### src/design/oae_pkg.sv
// ----------------------------------------------------------------------------
// oae_pkg: shared types, codes and permutation functions
// Word and block types, command codes and the round logic of the
// 1024-bit permutation, plus mask and padding helpers.
// ----------------------------------------------------------------------------
package oae_pkg;

    localparam int ROUNDS    = 4;
    localparam int TAG_BITS  = 256;
    localparam int TAG_WORDS = TAG_BITS / 64;
    localparam int ROUND_W   = (ROUNDS > 1) ? $clog2(ROUNDS) : 1;

    typedef logic [63:0] word_t;
    typedef word_t [15:0] blk_t;

    // configuration register indexes
    localparam logic [2:0] CFG_KEY0   = 3'd0;
    localparam logic [2:0] CFG_KEY1   = 3'd1;
    localparam logic [2:0] CFG_KEY2   = 3'd2;
    localparam logic [2:0] CFG_KEY3   = 3'd3;
    localparam logic [2:0] CFG_NONCE0 = 3'd4;
    localparam logic [2:0] CFG_NONCE1 = 3'd5;
    localparam logic [2:0] CFG_DIR    = 3'd6;

    // input commands
    localparam logic [2:0] CMD_START  = 3'd0;
    localparam logic [2:0] CMD_HEADER = 3'd1;
    localparam logic [2:0] CMD_PAY    = 3'd2;
    localparam logic [2:0] CMD_FINISH = 3'd3;
    localparam logic [2:0] CMD_TAG    = 3'd4;

    // result kinds
    localparam logic [1:0] KIND_PAY     = 2'd0;
    localparam logic [1:0] KIND_TAG     = 2'd1;
    localparam logic [1:0] KIND_VERDICT = 2'd2;

    typedef enum logic [3:0] {
        OP_NONE,
        OP_LOAD_INIT_H,
        OP_SAVE_H,
        OP_SAVE_P,
        OP_STEP,
        OP_WRITE_BUF,
        OP_HLOAD_FULL,
        OP_HLOAD_LAST,
        OP_HCOMMIT,
        OP_PLOAD_FULL,
        OP_PLOAD_LAST,
        OP_PCOMMIT_FULL,
        OP_PCOMMIT_LAST,
        OP_FLOAD,
        OP_FCOMMIT,
        OP_TAG_CMP
    } op_t;

    typedef struct packed {
        op_t        op;
        logic       step_inv;
        logic       step_diag;
        logic [1:0] step_sub;
        logic       use_n;
        logic       fill_inc;
        logic       fill_clr;
        logic       latch;
        logic       emit;
        logic [3:0] emit_idx;
    } dp_cmd_t;

    typedef struct packed {
        logic [2:0] cmd;
        logic [3:0] fill;
        logic [3:0] nbytes;
        logic       ends;
        logic       dir;
        logic       out_free;
        logic       tag_last;
        logic [4:0] cnt;
    } dp_stat_t;

    function automatic word_t ror64(word_t x, int n);
        return (x >> n) | (x << (64 - n));
    endfunction

    function automatic word_t rol64(word_t x, int n);
        return (x << n) | (x >> (64 - n));
    endfunction

    function automatic word_t byte_mask(logic [3:0] n);
        word_t m;
        if (n[3]) begin
            m = '1;
        end else begin
            m = (64'd1 << {n[2:0], 3'b000}) - 64'd1;
        end
        return m;
    endfunction

    // one add/xor/rotate sub-step of a G function, forward or inverse
    function automatic blk_t gsub(blk_t s, int a, int b, int c, int d,
                                  logic inv, logic [1:0] sub);
        blk_t r;
        r = s;
        if (!inv) begin
            case (sub)
                2'd0: begin r[a] = r[a] + r[b]; r[d] = ror64(r[d] ^ r[a], 32); end
                2'd1: begin r[c] = r[c] + r[d]; r[b] = ror64(r[b] ^ r[c], 24); end
                2'd2: begin r[a] = r[a] + r[b]; r[d] = ror64(r[d] ^ r[a], 16); end
                default: begin r[c] = r[c] + r[d]; r[b] = ror64(r[b] ^ r[c], 63); end
            endcase
        end else begin
            case (sub)
                2'd0: begin r[b] = rol64(r[b], 63) ^ r[c]; r[c] = r[c] - r[d]; end
                2'd1: begin r[d] = rol64(r[d], 16) ^ r[a]; r[a] = r[a] - r[b]; end
                2'd2: begin r[b] = rol64(r[b], 24) ^ r[c]; r[c] = r[c] - r[d]; end
                default: begin r[d] = rol64(r[d], 32) ^ r[a]; r[a] = r[a] - r[b]; end
            endcase
        end
        return r;
    endfunction

    // four independent G lanes, on columns or diagonals
    function automatic blk_t perm_step(blk_t s, logic inv, logic diag, logic [1:0] sub);
        blk_t r;
        r = s;
        for (int g = 0; g < 4; g++) begin
            if (!diag) begin
                r = gsub(r, g, 4 + g, 8 + g, 12 + g, inv, sub);
            end else begin
                r = gsub(r, g, 4 + ((g + 1) % 4), 8 + ((g + 2) % 4),
                         12 + ((g + 3) % 4), inv, sub);
            end
        end
        return r;
    endfunction

    function automatic blk_t mask_update(blk_t k);
        blk_t r;
        for (int j = 0; j < 15; j++) begin
            r[j] = k[j + 1];
        end
        r[15] = ror64(k[0], 9) ^ (k[9] >> 7);
        return r;
    endfunction

    function automatic blk_t mask_rot(blk_t k, int by);
        blk_t r;
        for (int j = 0; j < 16; j++) begin
            r[j] = k[(j + by) % 16];
        end
        return r;
    endfunction

    function automatic blk_t pad_blk(blk_t src, logic [7:0] len);
        blk_t       d;
        logic [4:0] words;
        words = 5'((9'(len) + 9'd7) >> 3);
        for (int j = 0; j < 16; j++) begin
            d[j] = (5'(j) < words) ? src[j] : '0;
        end
        d[len[6:3]] = d[len[6:3]] | (64'h1 << {len[2:0], 3'b000});
        d[15] = d[15] | (64'h80 << 56);
        return d;
    endfunction

    function automatic blk_t init_blk(word_t nl, word_t nh, word_t k0, word_t k1,
                                      word_t k2, word_t k3, logic tagnum);
        blk_t r;
        r     = '0;
        r[0]  = nl;
        r[1]  = nh;
        r[4]  = k0;
        r[5]  = k1;
        r[6]  = k2;
        r[7]  = k3;
        r[12] = 64'd64;
        r[13] = 64'(ROUNDS);
        r[14] = 64'(TAG_BITS);
        r[15] = {63'd0, tagnum};
        return r;
    endfunction

endpackage

### src/design/oae_ctrl.sv
// ----------------------------------------------------------------------------
// oae_ctrl: sequencer for the engine
// Decodes each word, tracks the session phase, runs the round counter
// of the permutation and paces the result words.
// ----------------------------------------------------------------------------
module oae_ctrl import oae_pkg::*; (
    input  logic     aclk,
    input  logic     aresetn,
    input  logic     s_tvalid,
    output logic     s_tready,
    input  dp_stat_t stat_i,
    output dp_cmd_t  cmd_o
);

    typedef enum logic [15:0] {
        ST_IDLE         = 16'h0001,
        ST_DECODE       = 16'h0002,
        ST_PERM         = 16'h0004,
        ST_START_H      = 16'h0008,
        ST_START_P      = 16'h0010,
        ST_HLOAD_FULL   = 16'h0020,
        ST_HLOAD_LAST   = 16'h0040,
        ST_HCOMMIT      = 16'h0080,
        ST_PWRITE       = 16'h0100,
        ST_PLOAD_FULL   = 16'h0200,
        ST_PLOAD_LAST   = 16'h0400,
        ST_PCOMMIT_FULL = 16'h0800,
        ST_PCOMMIT_LAST = 16'h1000,
        ST_FLOAD        = 16'h2000,
        ST_FCOMMIT      = 16'h4000,
        ST_EMIT         = 16'h8000
    } state_t;

    typedef enum logic [4:0] {
        PH_IDLE   = 5'b00001,
        PH_HEAD   = 5'b00010,
        PH_PAY    = 5'b00100,
        PH_CLOSED = 5'b01000,
        PH_VERIFY = 5'b10000
    } phase_t;

    state_t state_reg, state_next, ret_reg, ret_next, cont_reg, cont_next;
    phase_t phase_reg, phase_next;
    logic [ROUND_W-1:0] rnd_reg, rnd_next;
    logic       half_reg, half_next, sub_last;
    logic [1:0] sub_reg, sub_next;
    logic       inv_reg, inv_next, close_reg, close_next;
    logic [3:0] idx_reg, idx_next;
    logic       full;

    assign full     = (stat_i.fill == 4'd15) && (stat_i.nbytes == 4'd8);
    assign sub_last = (sub_reg == 2'd3);
    assign s_tready = (state_reg == ST_IDLE);

    always_comb begin
        state_next = state_reg;
        ret_next   = ret_reg;
        cont_next  = cont_reg;
        phase_next = phase_reg;
        rnd_next   = rnd_reg;
        half_next  = half_reg;
        sub_next   = sub_reg;
        inv_next   = inv_reg;
        close_next = close_reg;
        idx_next   = idx_reg;
        cmd_o      = '0;
        cmd_o.op   = OP_NONE;
        case (state_reg)
            ST_IDLE: begin
                cmd_o.latch = s_tvalid;
                if (s_tvalid) begin
                    state_next = ST_DECODE;
                end
            end
            ST_DECODE: begin
                state_next = ST_IDLE;
                case (stat_i.cmd)
                    CMD_START: begin
                        cmd_o.op   = OP_LOAD_INIT_H;
                        inv_next   = 1'b0;
                        ret_next   = ST_START_H;
                        state_next = ST_PERM;
                    end
                    CMD_HEADER: begin
                        if (phase_reg == PH_HEAD) begin
                            cmd_o.op = OP_WRITE_BUF;
                            if (stat_i.ends) begin
                                phase_next = PH_PAY;
                            end
                            cont_next = ST_IDLE;
                            if (full) begin
                                state_next = ST_HLOAD_FULL;
                            end else if (stat_i.ends) begin
                                close_next = 1'b0;
                                state_next = ST_HLOAD_LAST;
                            end else begin
                                cmd_o.fill_inc = 1'b1;
                            end
                        end
                    end
                    CMD_PAY: begin
                        if (phase_reg == PH_HEAD) begin
                            phase_next = PH_PAY;
                            if (stat_i.fill != 4'd0) begin
                                close_next = 1'b1;
                                cont_next  = ST_PWRITE;
                                state_next = ST_HLOAD_LAST;
                            end else begin
                                state_next = ST_PWRITE;
                            end
                        end else if (phase_reg == PH_PAY) begin
                            state_next = ST_PWRITE;
                        end
                    end
                    CMD_FINISH: begin
                        if (phase_reg == PH_HEAD && stat_i.fill != 4'd0) begin
                            close_next = 1'b1;
                            cont_next  = ST_FLOAD;
                            state_next = ST_HLOAD_LAST;
                        end else if (phase_reg == PH_HEAD || phase_reg == PH_CLOSED ||
                                     (phase_reg == PH_PAY && stat_i.fill == 4'd0)) begin
                            cmd_o.fill_clr = 1'b1;
                            state_next     = ST_FLOAD;
                        end
                    end
                    CMD_TAG: begin
                        if (phase_reg == PH_VERIFY) begin
                            cmd_o.op = OP_TAG_CMP;
                            if (stat_i.tag_last) begin
                                phase_next = PH_IDLE;
                                idx_next   = 4'd0;
                                state_next = ST_EMIT;
                            end
                        end
                    end
                    default: begin
                    end
                endcase
            end
            ST_PERM: begin
                cmd_o.op        = OP_STEP;
                cmd_o.step_inv  = inv_reg;
                cmd_o.step_diag = inv_reg ? ~half_reg : half_reg;
                cmd_o.step_sub  = sub_reg;
                sub_next        = sub_reg + 2'd1;
                if (sub_last) begin
                    half_next = ~half_reg;
                    if (half_reg) begin
                        if (rnd_reg == ROUND_W'(ROUNDS - 1)) begin
                            rnd_next   = '0;
                            state_next = ret_reg;
                        end else begin
                            rnd_next = rnd_reg + 1'b1;
                        end
                    end
                end
            end
            ST_START_H: begin
                cmd_o.op   = OP_SAVE_H;
                inv_next   = 1'b0;
                ret_next   = ST_START_P;
                state_next = ST_PERM;
            end
            ST_START_P: begin
                cmd_o.op       = OP_SAVE_P;
                cmd_o.fill_clr = 1'b1;
                phase_next     = PH_HEAD;
                state_next     = ST_IDLE;
            end
            ST_HLOAD_FULL: begin
                cmd_o.op   = OP_HLOAD_FULL;
                inv_next   = 1'b0;
                ret_next   = ST_HCOMMIT;
                state_next = ST_PERM;
            end
            ST_HLOAD_LAST: begin
                cmd_o.op    = OP_HLOAD_LAST;
                cmd_o.use_n = ~close_reg;
                inv_next    = 1'b0;
                ret_next    = ST_HCOMMIT;
                state_next  = ST_PERM;
            end
            ST_HCOMMIT: begin
                cmd_o.op       = OP_HCOMMIT;
                cmd_o.fill_clr = 1'b1;
                state_next     = cont_reg;
            end
            ST_PWRITE: begin
                cmd_o.op   = OP_WRITE_BUF;
                state_next = ST_IDLE;
                if (stat_i.ends) begin
                    phase_next = PH_CLOSED;
                end
                if (full) begin
                    state_next = ST_PLOAD_FULL;
                end else if (stat_i.ends) begin
                    state_next = ST_PLOAD_LAST;
                end else begin
                    cmd_o.fill_inc = 1'b1;
                end
            end
            ST_PLOAD_FULL: begin
                cmd_o.op   = OP_PLOAD_FULL;
                inv_next   = stat_i.dir;
                ret_next   = ST_PCOMMIT_FULL;
                state_next = ST_PERM;
            end
            ST_PLOAD_LAST: begin
                cmd_o.op   = OP_PLOAD_LAST;
                inv_next   = 1'b0;
                ret_next   = ST_PCOMMIT_LAST;
                state_next = ST_PERM;
            end
            ST_PCOMMIT_FULL: begin
                cmd_o.op       = OP_PCOMMIT_FULL;
                cmd_o.fill_clr = 1'b1;
                idx_next       = 4'd0;
                state_next     = ST_EMIT;
            end
            ST_PCOMMIT_LAST: begin
                cmd_o.op       = OP_PCOMMIT_LAST;
                cmd_o.use_n    = 1'b1;
                cmd_o.fill_clr = 1'b1;
                idx_next       = 4'd0;
                state_next     = ST_EMIT;
            end
            ST_FLOAD: begin
                cmd_o.op   = OP_FLOAD;
                inv_next   = 1'b0;
                ret_next   = ST_FCOMMIT;
                state_next = ST_PERM;
            end
            ST_FCOMMIT: begin
                cmd_o.op = OP_FCOMMIT;
                idx_next = 4'd0;
                if (!stat_i.dir) begin
                    phase_next = PH_IDLE;
                    state_next = ST_EMIT;
                end else begin
                    phase_next = PH_VERIFY;
                    state_next = ST_IDLE;
                end
            end
            ST_EMIT: begin
                cmd_o.emit     = 1'b1;
                cmd_o.emit_idx = idx_reg;
                if (stat_i.out_free) begin
                    idx_next = idx_reg + 4'd1;
                    if ({1'b0, idx_reg} == stat_i.cnt - 5'd1) begin
                        state_next = ST_IDLE;
                    end
                end
            end
            default: begin
                state_next = ST_IDLE;
            end
        endcase
    end

    always_ff @(posedge aclk) begin
        if (!aresetn) begin
            state_reg <= ST_IDLE;
            ret_reg   <= ST_IDLE;
            cont_reg  <= ST_IDLE;
            phase_reg <= PH_IDLE;
            rnd_reg   <= '0;
            half_reg  <= 1'b0;
            sub_reg   <= 2'd0;
            inv_reg   <= 1'b0;
            close_reg <= 1'b0;
            idx_reg   <= 4'd0;
        end else begin
            state_reg <= state_next;
            ret_reg   <= ret_next;
            cont_reg  <= cont_next;
            phase_reg <= phase_next;
            rnd_reg   <= rnd_next;
            half_reg  <= half_next;
            sub_reg   <= sub_next;
            inv_reg   <= inv_next;
            close_reg <= close_next;
            idx_reg   <= idx_next;
        end
    end

endmodule

### config.mk
export PLATFORM = sky130hd
export DESIGN_NAME = oae_ctrl
export DESIGN_NICKNAME = d
export VERILOG_FILES = /design/src/design/oae_pkg.sv /design/src/design/oae_ctrl.sv
export SDC_FILE = /design/constraint.sdc
export NUM_CORES = 1
export LEC_CHECK = 0
export ABC_CLOCK_PERIOD_IN_PS = 2700
export BUFFER_PORTS_ARGS = -buffer_cell sky130_fd_sc_hd__buf_2
export CAP_MARGIN = 20
export CORE_ASPECT_RATIO = 0.75
export CORE_MARGIN = 4
export CORE_UTILIZATION = 25
export DETAILED_ROUTE_END_ITERATION = 10
export GPL_TIMING_DRIVEN = 0
export PLACE_DENSITY_LB_ADDON = 0.3
export SYNTH_ARGS = -nofsm -noshare
export SYNTH_HDL_FRONTEND = slang
export SYNTH_SLANG_ARGS = --single-unit
### constraint.sdc
create_clock -name aclk -period 2.7 [get_ports aclk]
set_input_delay 0.405 -clock aclk [delete_from_list [all_inputs] [get_ports aclk]]
set_output_delay 0.405 -clock aclk [all_outputs]
set_load 0.005 [all_outputs]
# After elaboration in Yosys (flattened, before gate mapping)
# Index checks and enable logic that the tools add are counted.
op_classes:
  n_addsub: 4
  eq_ne: 52
  mux: 70
  bitwise_logic: 2
  reduce_logical: 28
op_table:
  columns: ["operator", "n"]
  rows:
  - ["two-way mux 16 bit", 15]
  - ["one-hot mux 16 bit (9 select lines)", 1]
  - ["one-hot mux 16 bit (6 select lines)", 1]
  - ["one-hot mux 16 bit (5 select lines)", 1]
  - ["one-hot mux 4 bit (14 select lines)", 1]
  - ["one-hot mux 16 bit (3 select lines)", 1]
  - ["two-way mux 5 bit", 8]
  - ["inequality test 2 bit, second input constant", 15]
  - ["two-way mux 14 bit", 2]
  - ["two-way mux 4 bit", 6]
  - ["one-hot mux 4 bit (3 select lines)", 2]
  - ["two-way mux 11 bit", 2]
  - ["two-way mux 7 bit", 3]
  - ["one-hot mux 5 bit (4 select lines)", 1]
  - ["two-way mux 9 bit", 2]
  - ["== test 16 x 1 -> 1 bit, second input constant", 1]
  - ["== test 16 x 10 -> 1 bit, second input constant", 1]
  - ["== test 16 x 11 -> 1 bit, second input constant", 1]
  - ["== test 16 x 12 -> 1 bit, second input constant", 1]
  - ["== test 16 x 13 -> 1 bit, second input constant", 1]
  - ["== test 16 x 14 -> 1 bit, second input constant", 1]
  - ["== test 16 x 15 -> 1 bit, second input constant", 1]
  - ["== test 16 bit, second input constant", 1]
  - ["== test 16 x 2 -> 1 bit, second input constant", 1]
  - ["47 further kinds", 86]
totals:
  regBits: 64
  input_bits: 23
  out_inout_bits: 18
  elab_cells: 166

# Longest topological paths before layout
# Gate-level depths: netlist of the first run.
logic_depth:
  ltp_word: 7
  depth_mapped: 8
  mapped_depth_nobuf: 8

# Worst setup path after synthesis of the first run
# Ideal clock, no wire load.
synth_timing:
  path_kind: "flip-flop to output port"
  startpoint: "reg phase_reg[2]"
  endpoint: "out cmd_o[6] in the netlist's numbering"
  arrival_ns: 1.736
  required_time_ns: 2.295
  slack_ns: 0.559
  stages_incl_launch_ff: 7
  path_buffers: 1
  path_cell_list: "dfxtp_1 > clkbuf_1 > nor4_2 > nand3_1 > and3_1 > and3_1 > or4_1"
synth_rtl:
  columns: ["item", "line", "text"]
  rows:
  - ["from (decl)", "oae_ctrl.sv:43", "phase_t phase_reg, phase_next;"]
  - ["from (signal assigned)", "oae_ctrl.sv:276", "phase_reg <= phase_next;"]
  - ["to (decl)", "oae_ctrl.sv:12", "output dp_cmd_t cmd_o"]

==> results of run 1 <==
## cell usage after synthesis (2+ instances only)
master      n  area share (%)
clkbuf_1    8             1.1
and3_1      7             1.6
nor4b_1    10             3.2
o211ai_1    3            0.83
a22oi_1     7             1.9
nor4_4      3             2.3
o21a_1      2            0.55
nor2_1     26             3.6
xnor2_1     9             2.9
a21boi_1    6             1.7
o21ai_1     5            0.92
or4b_1      2            0.74
nor4_2      2            0.92
nand2b_1    8             1.8
nor2b_1    20             4.6
dfxtp_1    42              31
and2_1     22             5.1
xor2_1      2            0.64
buf_2       6             1.1
nor4_1      2            0.46
nand2_1    24             3.3
nand3_1    11             2.0
a21boi_0    3            0.83
nand4_1    14             3.2
nor3_1     14             2.6
nor4bb_1    3             1.1
o21ai_0     9             1.7
a21oi_1    12             2.2
inv_1       5            0.69
o2111ai_1   2            0.64
ha_1        4             1.8
mux2i_1     8             2.9
nand4b_1    4             1.3
or4_1       3            0.83
nand3b_1    4             1.1
or3_1       2            0.46
a211oi_1    3            0.83
## cells by family (layout without fill, tap and decap cells)
kind of cell / after synthesis / count (layout) / synth area share [%]
xor+xnor: 11 / 11 / 3.54
fa+ha+maj: 4 / 4 / 1.84
buf+inv: 20 / 74 / 3.03
compound gates: 65 / 65 / 16.3
flops: 42 / 42 / 30.9
simple gates: 185 / 185 / 41.5
mux: 8 / 8 / 2.94
## timing repair
action | in CTS | in global routing
endpoints found under the setup margin | 8 | 11
gates cloned | 0 | 0
gates resized for setup | 10 | 24
hold endpoints to repair | 0 | 0
setup buffers | 5 | 3
pin swaps | 3 | 3
## power by group
| group | switching (uW) | internal (uW) | leakage (uW) |
|---|---|---|---|
| Clock | 244 | 366 | 0.0000729 |
| Sequential | 28.3 | 634 | 0.000343 |
| Combinational | 214 | 163 | 0.000896 |
| Total | 486 | 1160 | 0.00131 |
## metrics by stage
stage,hold WS [ns],TNS (ns),instances,setup WS (ns),power (uW)
after floorplan,0.423,0,335,0.559,884
after global placement,0.442,0,510,0.0553,991
after detailed placement,0.444,0,510,0.0792,994
after CTS,0.419,0,521,0.0181,1640
after global routing,0.453,-0.0198,525,-0.0134,1720
final,0.423,0,525,0.0403,1650
## worst max-delay path by stage
stage                               start         to  slack, ns  cells after the start
2_1_floorplan   phase_reg[2]$_SDFFE_PN0P_   cmd_o[6]       0.56                      6
3_3_place_gp    state_reg[1]$_SDFFE_PN0P_   cmd_o[6]       0.06                      8
3_5_place_dp    state_reg[1]$_SDFFE_PN0P_   cmd_o[6]       0.08                      8
4_1_cts        state_reg[12]$_SDFFE_PN0P_   cmd_o[6]       0.02                      9
5_1_grt        state_reg[11]$_SDFFE_PN0P_  cmd_o[15]      -0.01                      7
6_report       state_reg[12]$_SDFFE_PN0P_   cmd_o[6]       0.04                      9
## cell type report
| cell class | count | area [um^2] | share of cell area (%) |
|---|---|---|---|
| buffer | 12 | 67.6 | 1.98 |
| clock inverter | 2 | 12.5 | 0.367 |
| multi-input combinational | 273 | 1880 | 55.0 |
| clock buffer | 6 | 139 | 4.07 |
| inverter | 6 | 22.5 | 0.661 |
| tap | 136 | 170 | 4.99 |
| timing repair buffer | 48 | 260 | 7.64 |
| sequential | 42 | 861 | 25.3 |
## layer usage
| layer | vias up | track usage, % | part of all wire [%] |
|---|---|---|---|
| met5 | - | 0 | 0 |
| met2 | 138 | 19.0 | 41 |
| li1 | 1349 | - | - |
| met1 | 1341 | 20.7 | 49 |
| met3 | 15 | 2.73 | 9.4 |
| met4 | 0 | 3.39 | 1.4 |
## worst min-delay path, cell delays in order
cell      delay [ns]
buf_2           0.13
nand3_1         0.07
a21boi_1        0.05
==> reports/results.ini, run 1 <==
[routing]
via_per_inst=5.42
first_iter_violations=260
vias=2843
detail_route.wl_per_cell_um=16.1
ant_nets=0
drc=0
firstDrtPassIters=5
drt-total-wl_um=8460

[global_routing]
globalRouteOverflowTotal=0
grt_use_total_pct=13.5
grt_pass1_wl_um=13700
grt_pass1_vias=2573
grt_max_degree=14
grt_antenna_before_repair=0

[synthesis]
synth_cell_types=55
ys.warnings.count=0
synth_ff_type=dfxtp_1
avgSynthCellArea_um2=8.13
synth_seq_area_share_pct=30.9
postSynth.asyncResetShare_pct=0
synth_nets=362
synth_area_mm2=0.00272
ys_seq_elements=42
synth_edf_count=0
synthCells=335

[sta]
max_freq_ghz=0.376
min_period_over_period_pct=98.5
setup_violations=0
slew-limit-headroom_pct=52.5
slew_violations=0
tightest_slew_ns=0.703
grt_setup_unrepaired=yes
layout_min_cycle_time_ns=2.66
fin_skew_ns=0.00569
final_hold_viol_count=0

[critical_path]
cp.arrival_ns=2.25
start_kind=flip-flop
crit_path_frequent_cell=and3_1
slowest_stage=or4_1
rr_startpoint=state_reg[4]$_SDFFE_PN0P_
cp_num_buf_inv=3
reg2regPathDepth=7
crit_family=simple AND/OR/NAND/NOR gates
critical_path_class=reg -> out
crit_required_ns=2.30
cp_max_fo=8
end_kind=primary output
r2r_setup_slack_ns=0.33
crit_path_cell_trace=nor4_4, buf_4, and4_1, buf_6, and2_1, and3_1, and3_1, or4_1, buf_2
cp_slowest_stage_delay_ns=0.42
timing.rr.end=close_reg$_SDFFE_PN0P_

[clocking]
cts-htree-levels=2
hold_buffers=0
cts-buffers-inserted=5
clockBufferDepth=2
insertion_delay_ns=0.29
tritoncts=built
path_clk_slew_ns=0.06
root_buffer=clkbuf_16
cts_sinks=42

[layout]
nFillCells=1100
antennaDiodeCount=0
layout_common_cells=41 x buf_2, 34 x dfxtp_1, 25 x nor2_1, 23 x nand2_1, 22 x and2_1
final_area_mm2=0.00341
fin_util_pct=32.6
final_common_cell=buf_2
syn_to_final_growth_pct=25.2
final_nets=415
final_layout_size_suffix_gt1_share_pct=22.6
largest_register_ffs=16

[flow_run]
maxCapViolCount=0

[min_path]
worstHoldEndpoint=idx_reg[3]$_SDFFE_PN0P_
min_path_type=in -> reg
min_path_cells=3
hp-start=stat_i[6]

[run_status]
status=finished, final reports clean

[die]
die_w_um=129
fp-row-count=32
start_util_pct=26.1
dieArea_mm2=0.0126
core-area_mm2=0.0105
fp.dieH_um=98.4
io_pins=41

[placement]
post_dp_cell_area_mm2=0.00309
place.gp.congestion=0.919
io_buffers=39
hpwl_um=6500

[power]
ir_drop_mv=0.203
power.leakage_uw=0.00131
powerDensity_mw_per_mm2=484

Power figures use the tool's default switching activity.
==> run 2, diff against run 1 <==
--- a/config.mk
+++ b/config.mk
@@ -8,7 +8,7 @@
 export ABC_CLOCK_PERIOD_IN_PS = 2700
 export BUFFER_PORTS_ARGS = -buffer_cell sky130_fd_sc_hd__buf_2
 export CAP_MARGIN = 20
-export CORE_ASPECT_RATIO = 0.75
+export CORE_ASPECT_RATIO = 0.7
 export CORE_MARGIN = 4
 export CORE_UTILIZATION = 25
 export DETAILED_ROUTE_END_ITERATION = 10
==> run 2 against run 1 <==
Highest routed layer unchanged; final cell count increased by 0.57%; flip-flop and latch count stayed put; the run now ends with negative setup slack left; critical endpoint unchanged; routed wire length grew 2.2%; utilization grew 0.90 points; clock skew down 0.0016 ns; sequential power hardly changed; maximum frequency down 1.9%; power rose by 1.8%.
==> reports/results.ini, run 2 (synthesized netlist as in run 1, its figures left out) <==
[layout]
layout_common_cells=42 x buf_2, 28 x dfxtp_1, 23 x nand2_1, 23 x nor2_1, 21 x and2_1
final_layout_size_suffix_gt1_share_pct=27.3
final_nets=422
syn_to_final_growth_pct=28.9
largest_register_ffs=16
final_common_cell=buf_2
antennaDiodeCount=0
final_area_mm2=0.00351
ff_latch_area_um2=873
multi_input_area_mm2=0.00191
fin_util_pct=33.5
nFillCells=1092

[power]
combPwrFrac_pct=24.9
p_int_uw=1200
ir_drop_mv=0.253
pwr-share-clk_pct=35.7
power.leakage_uw=0.00135
seqPwrFrac_pct=39.4
powerDensity_mw_per_mm2=478
power_switching_share_pct=28.6
switching_power_uw=480

[clocking]
tritoncts=built
cts_sinks=42
cts-htree-levels=2
clockBufferDepth=2
path_clk_slew_ns=0.06
cts-buffers-inserted=5
hold_buffers=0
root_buffer=clkbuf_16
insertion_delay_ns=0.28

[sta]
setup_slack_ns=-0.0117
final_hold_viol_count=0
tightest_slew_ns=0.696
grt_setup_unrepaired=yes
hold_slack_ns=0.420
setup_violations=1
layout_min_cycle_time_ns=2.71
min_period_over_period_pct=100
fin_setup_tns_ns=-0.0117
slew_violations=0
fin_skew_ns=0.00408
slew-limit-headroom_pct=53.1
max_freq_ghz=0.369

[flow_run]
maxCapViolCount=0

[global_routing]
grt_pass1_vias=2570
grt_max_degree=13
grt_pass1_wl_um=13300
grt_antenna_before_repair=0
grt_use_total_pct=13.4
globalRouteOverflowTotal=0

[die]
io_pins=41
fp.dieH_um=95.3
start_util_pct=26.0
dieArea_mm2=0.0127
die_w_um=133
core-area_mm2=0.0105
fp-row-count=31

[routing]
drt-total-wl_um=8650
firstDrtPassIters=5
first_iter_violations=232
vias=2802
drc=0
ant_nets=0
via_per_inst=5.31
detail_route.wl_per_cell_um=16.4

[placement]
hpwl_um=6560
place.gp.congestion=0.896
post_dp_cell_area_mm2=0.00308
io_buffers=39
dpl_worst_slack_ns=0.0424

[run_status]
violations=negative setup slack
status=finished, violations left

[critical_path]
cp_max_fo=6
cp_slowest_stage_delay_ns=0.53
crit_required_ns=2.30
critical_path_class=reg -> out
cp.arrival_ns=2.31
slowest_stage=or4_4
start_kind=flip-flop
end_kind=primary output
crit_path_cell_trace=nor4_4, buf_4, and4_1, buf_6, and2_4, and3_4, and3_4, or4_4, buf_6

[min_path]
min_path_type=in -> reg

-- run 2: changes by cell type in the layout (fill, tap and decap cells not counted), moves of 2 or more --
cell     previous run  this run
dfxtp_1            34        28
nor2_1             25        23
nor2_2              0         2
buf_4              10        15
dfxtp_2             4         8
and3_1              7         5
and3_4              0         2
dfxtp_4             4         6
-- run 2: layer usage --
metal	part of all wire, %	vias up	GRT usage (%)
met2	42	115	19.3
met1	48	1323	19.5
met5	0	-	0
met4	0.51	0	2.51
met3	9.5	4	4.32
li1	-	1360	-
-- run 2: final cells by class --
type,instances,area share [%]
repair buffers,55,9.45
flip-flops and latches,42,24.9
clock buffers,7,4.06
plain buffers,12,1.78
well taps,132,4.71
clock inverters,1,0.143
multi-input cells,273,54.3
inverters,6,0.642
-- run 2: what timing repair did --
action                                  4_1_cts  5_1_grt
pin swaps                                     3        8
gates cloned                                  0        0
buffers inserted                              5       10
resized for setup                            12       36
endpoints found under the setup margin        9       13
-- run 2: stage by stage --
stage          cells  total power, uW
6_report         528             1680
5_1_grt          528             1750
4_1_cts          519             1620
3_5_place_dp     506              993
3_3_place_gp     506              994
2_1_floorplan    335              884
-- run 2: critical path, delay by kind of cell (launching register included) --
family                 cells  cell delay [ns]
AND/OR/NAND/NOR            6             1.21
flip-flops                 1             0.40
buffers and inverters      3             0.40
-- run 2: power groups by stage --
stage	registers (uW)	logic, uW	clock network (uW)
after global routing	664	452	635
after detailed placement	672	320	0
after CTS	661	342	617
after global placement	673	320	0
after floorplan	668	217	0
final	661	419	599
-- run 2: path summary, 6_finish.rpt --
path | start | endpoint | slack (ns) | cells past startpoint
max | state_reg[13]$_SDFFE_PN0P_ | cmd_o[6] | -0.01 | 9
min | stat_i[7] | phase_reg[4]$_SDFFE_PN0P_ | 0.42 | 3
max reg2reg | state_reg[4]$_SDFFE_PN0P_ | close_reg$_SDFFE_PN0P_ | 0.24 | 7
min reg2reg | ret_reg[0]$_SDFFE_PN1P_ | ret_reg[0]$_SDFFE_PN1P_ | 0.45 | 2
==> run 3, diff against run 2 <==
--- a/config.mk
+++ b/config.mk
@@ -8,12 +8,15 @@
 export ABC_CLOCK_PERIOD_IN_PS = 2700
 export BUFFER_PORTS_ARGS = -buffer_cell sky130_fd_sc_hd__buf_2
 export CAP_MARGIN = 20
+export CELL_PAD_IN_SITES_DETAIL_PLACEMENT = 0
+export CELL_PAD_IN_SITES_GLOBAL_PLACEMENT = 1
 export CORE_ASPECT_RATIO = 0.7
 export CORE_MARGIN = 4
 export CORE_UTILIZATION = 25
 export DETAILED_ROUTE_END_ITERATION = 10
 export GPL_TIMING_DRIVEN = 0
-export PLACE_DENSITY_LB_ADDON = 0.3
+export PLACE_DENSITY_LB_ADDON = 0.05
+export SLEW_MARGIN = 10
 export SYNTH_ARGS = -nofsm -noshare
 export SYNTH_HDL_FRONTEND = slang
 export SYNTH_SLANG_ARGS = --single-unit
==> run 3 against run 2 <==
The run now ends clean; largest cell class unchanged; maximum frequency is 1.6% higher; setup slack better by 0.044 ns; final area is 1.9% lower; combinational power is 8.4% lower; clock power is 3% higher; clock-buffer cell count stayed put; final cell count is 0.76% lower; sequential share of layout area is 0.21 points lower; global-route usage is 1.9 points higher; flip-flop and latch count stayed put.
==> reports/results.ini, run 3 (synthesized netlist as in run 1, its figures left out) <==
[run_status]
status=finished, final reports clean

[power]
ir_drop_mv=0.233
combPwrFrac_pct=23.1
seqPwrFrac_pct=40.0
power_switching_share_pct=29.7
p_int_uw=1170
power.leakage_uw=0.00132
powerDensity_mw_per_mm2=483
pwr-share-clk_pct=36.9
switching_power_uw=494

[routing]
drc=0
detail_route.wl_per_cell_um=17.9
ant_nets=0
vias=2767
via_per_inst=5.28
firstDrtPassIters=5
first_iter_violations=199
drt-total-wl_um=9390

[critical_path]
cp.arrival_ns=2.26
cp_slowest_stage_delay_ns=0.46
crit_path_cell_trace=nor4_4, and4_1, buf_6, and2_4, and3_4, and3_4, or4_1, buf_2
r2r_setup_slack_ns=0.28
end_kind=primary output
crit_family=simple AND/OR/NAND/NOR gates
crit_cells=8
crit_path_frequent_cell=and3_4
timing.rr.end=close_reg$_SDFFE_PN0P_
reg2regPathDepth=8
crit_required_ns=2.30
rr_startpoint=state_reg[10]$_SDFFE_PN0P_
critical_path_class=reg -> out
cp_max_fo=8
slowest_stage=nor4_4
start_kind=flip-flop
cp_num_buf_inv=2

[placement]
dp.cells=507
place.gp.congestion=0.812
io_buffers=39
hpwl_um=7230
dpl_worst_slack_ns=-0.0328

[die]
core-area_mm2=0.0105
fp-row-count=31
fp.dieH_um=95.3
io_pins=41
dieArea_mm2=0.0127
die_w_um=133
start_util_pct=26.0

[sta]
layout_min_cycle_time_ns=2.67
fin_setup_tns_ns=0
slew_violations=0
fin_skew_ns=0.00472
hold_slack_ns=0.425
setup_violations=0
slew-limit-headroom_pct=34.2
max_freq_ghz=0.375
min_period_over_period_pct=98.8
final_hold_viol_count=0
grt_setup_unrepaired=yes
tightest_slew_ns=0.978
setup_slack_ns=0.0320

[clocking]
insertion_delay_ns=0.29
hold_buffers=0
cts_sinks=42
clockBufferDepth=2
tritoncts=built
path_clk_slew_ns=0.06
cts-htree-levels=2
cts-buffers-inserted=5
root_buffer=clkbuf_16

[min_path]
min_path_type=in -> reg
worstHoldEndpoint=idx_reg[3]$_SDFFE_PN0P_
hp-start=stat_i[6]
min_path_cells=3

[global_routing]
grt_use_total_pct=15.3
grt_antenna_before_repair=1
grt_pass1_vias=2569
grt_pass1_wl_um=14800
grt_max_degree=13
globalRouteOverflowTotal=0

[layout]
fin_cells=524
syn_to_final_growth_pct=26.5
layout_common_cells=42 x buf_2, 35 x dfxtp_1, 23 x nand2_1, 23 x nor2_1, 21 x and2_1
fin_util_pct=32.9
antennaDiodeCount=0
final_common_cell=buf_2
final_layout_size_suffix_gt1_share_pct=24.2
largest_register_ffs=16
nFillCells=1127
final_nets=418

[flow_run]
maxCapViolCount=0

## run 3: changes by cell type in the layout (fill, tap and decap cells not counted), moves of 2 or more
cell / before / now
dfxtp_1: 28 / 35
nor3_2: 2 / 0
dfxtp_4: 6 / 0
buf_4: 15 / 13
## run 3: worst max path at each step
| stage | start | endpoint | slack (ns) |
|---|---|---|---|
| 2_1_floorplan | phase_reg[2]$_SDFFE_PN0P_ | cmd_o[6] | 0.56 |
| 3_3_place_gp | state_reg[0]$_SDFFE_PN1P_ | cmd_o[6] | -0.10 |
| 3_5_place_dp | state_reg[0]$_SDFFE_PN1P_ | cmd_o[6] | -0.03 |
| 4_1_cts | state_reg[9]$_SDFFE_PN0P_ | cmd_o[16] | -0.01 |
| 5_1_grt | state_reg[9]$_SDFFE_PN0P_ | cmd_o[16] | -0.05 |
| 6_report | state_reg[10]$_SDFFE_PN0P_ | cmd_o[6] | 0.03 |
## run 3: power by group through the flow
stage	combinational, uW	sequential [uW]	clock (uW)
global route	417	667	665
CTS	369	664	639
finish	384	665	614
floorplan	217	668	0
detailed placement	332	672	0
global placement	336	671	0
## run 3: per-stage QoR
step	power, uW	area (um^2)
after global placement	1010	3080
after floorplan	884	2720
after global routing	1750	3440
final	1660	3440
after CTS	1670	3350
after detailed placement	1000	3090
## run 3: area by class of cell
type | instances | area, um^2 | area share, %
Buffer | 12 | 68.8 | 2.00
Tap cell | 132 | 165 | 4.80
Clock buffer | 7 | 143 | 4.14
Multi-Input combinational cell | 273 | 1900 | 55.3
Clock inverter | 1 | 5.00 | 0.145
Timing Repair Buffer | 51 | 285 | 8.28
Sequential cell | 42 | 850 | 24.7
Inverter | 6 | 22.5 | 0.654
## run 3: what timing repair did
action                     in CTS  in global routing
pin swaps                       5                  4
gates resized for setup        16                 19
setup buffers                   7                  4
setup endpoints to repair      14                 12
## run 3: per-layer routing
metal / wire (um) / part of all wire [%] / GRT usage [%]
met4: 195 / 2.1 / 5.54
met3: 482 / 5.1 / 2.80
met1: 4940 / 53 / 23.3
met2: 3780 / 40 / 21.1
met5: 0 / 0 / 0
## run 3: worst min-delay path: cells and delay by family
family	cells	cell delay, ns
AO/OA/AOI/OAI	1	0.05
buffers and inverters	1	0.14
AND/OR/NAND/NOR	1	0.07
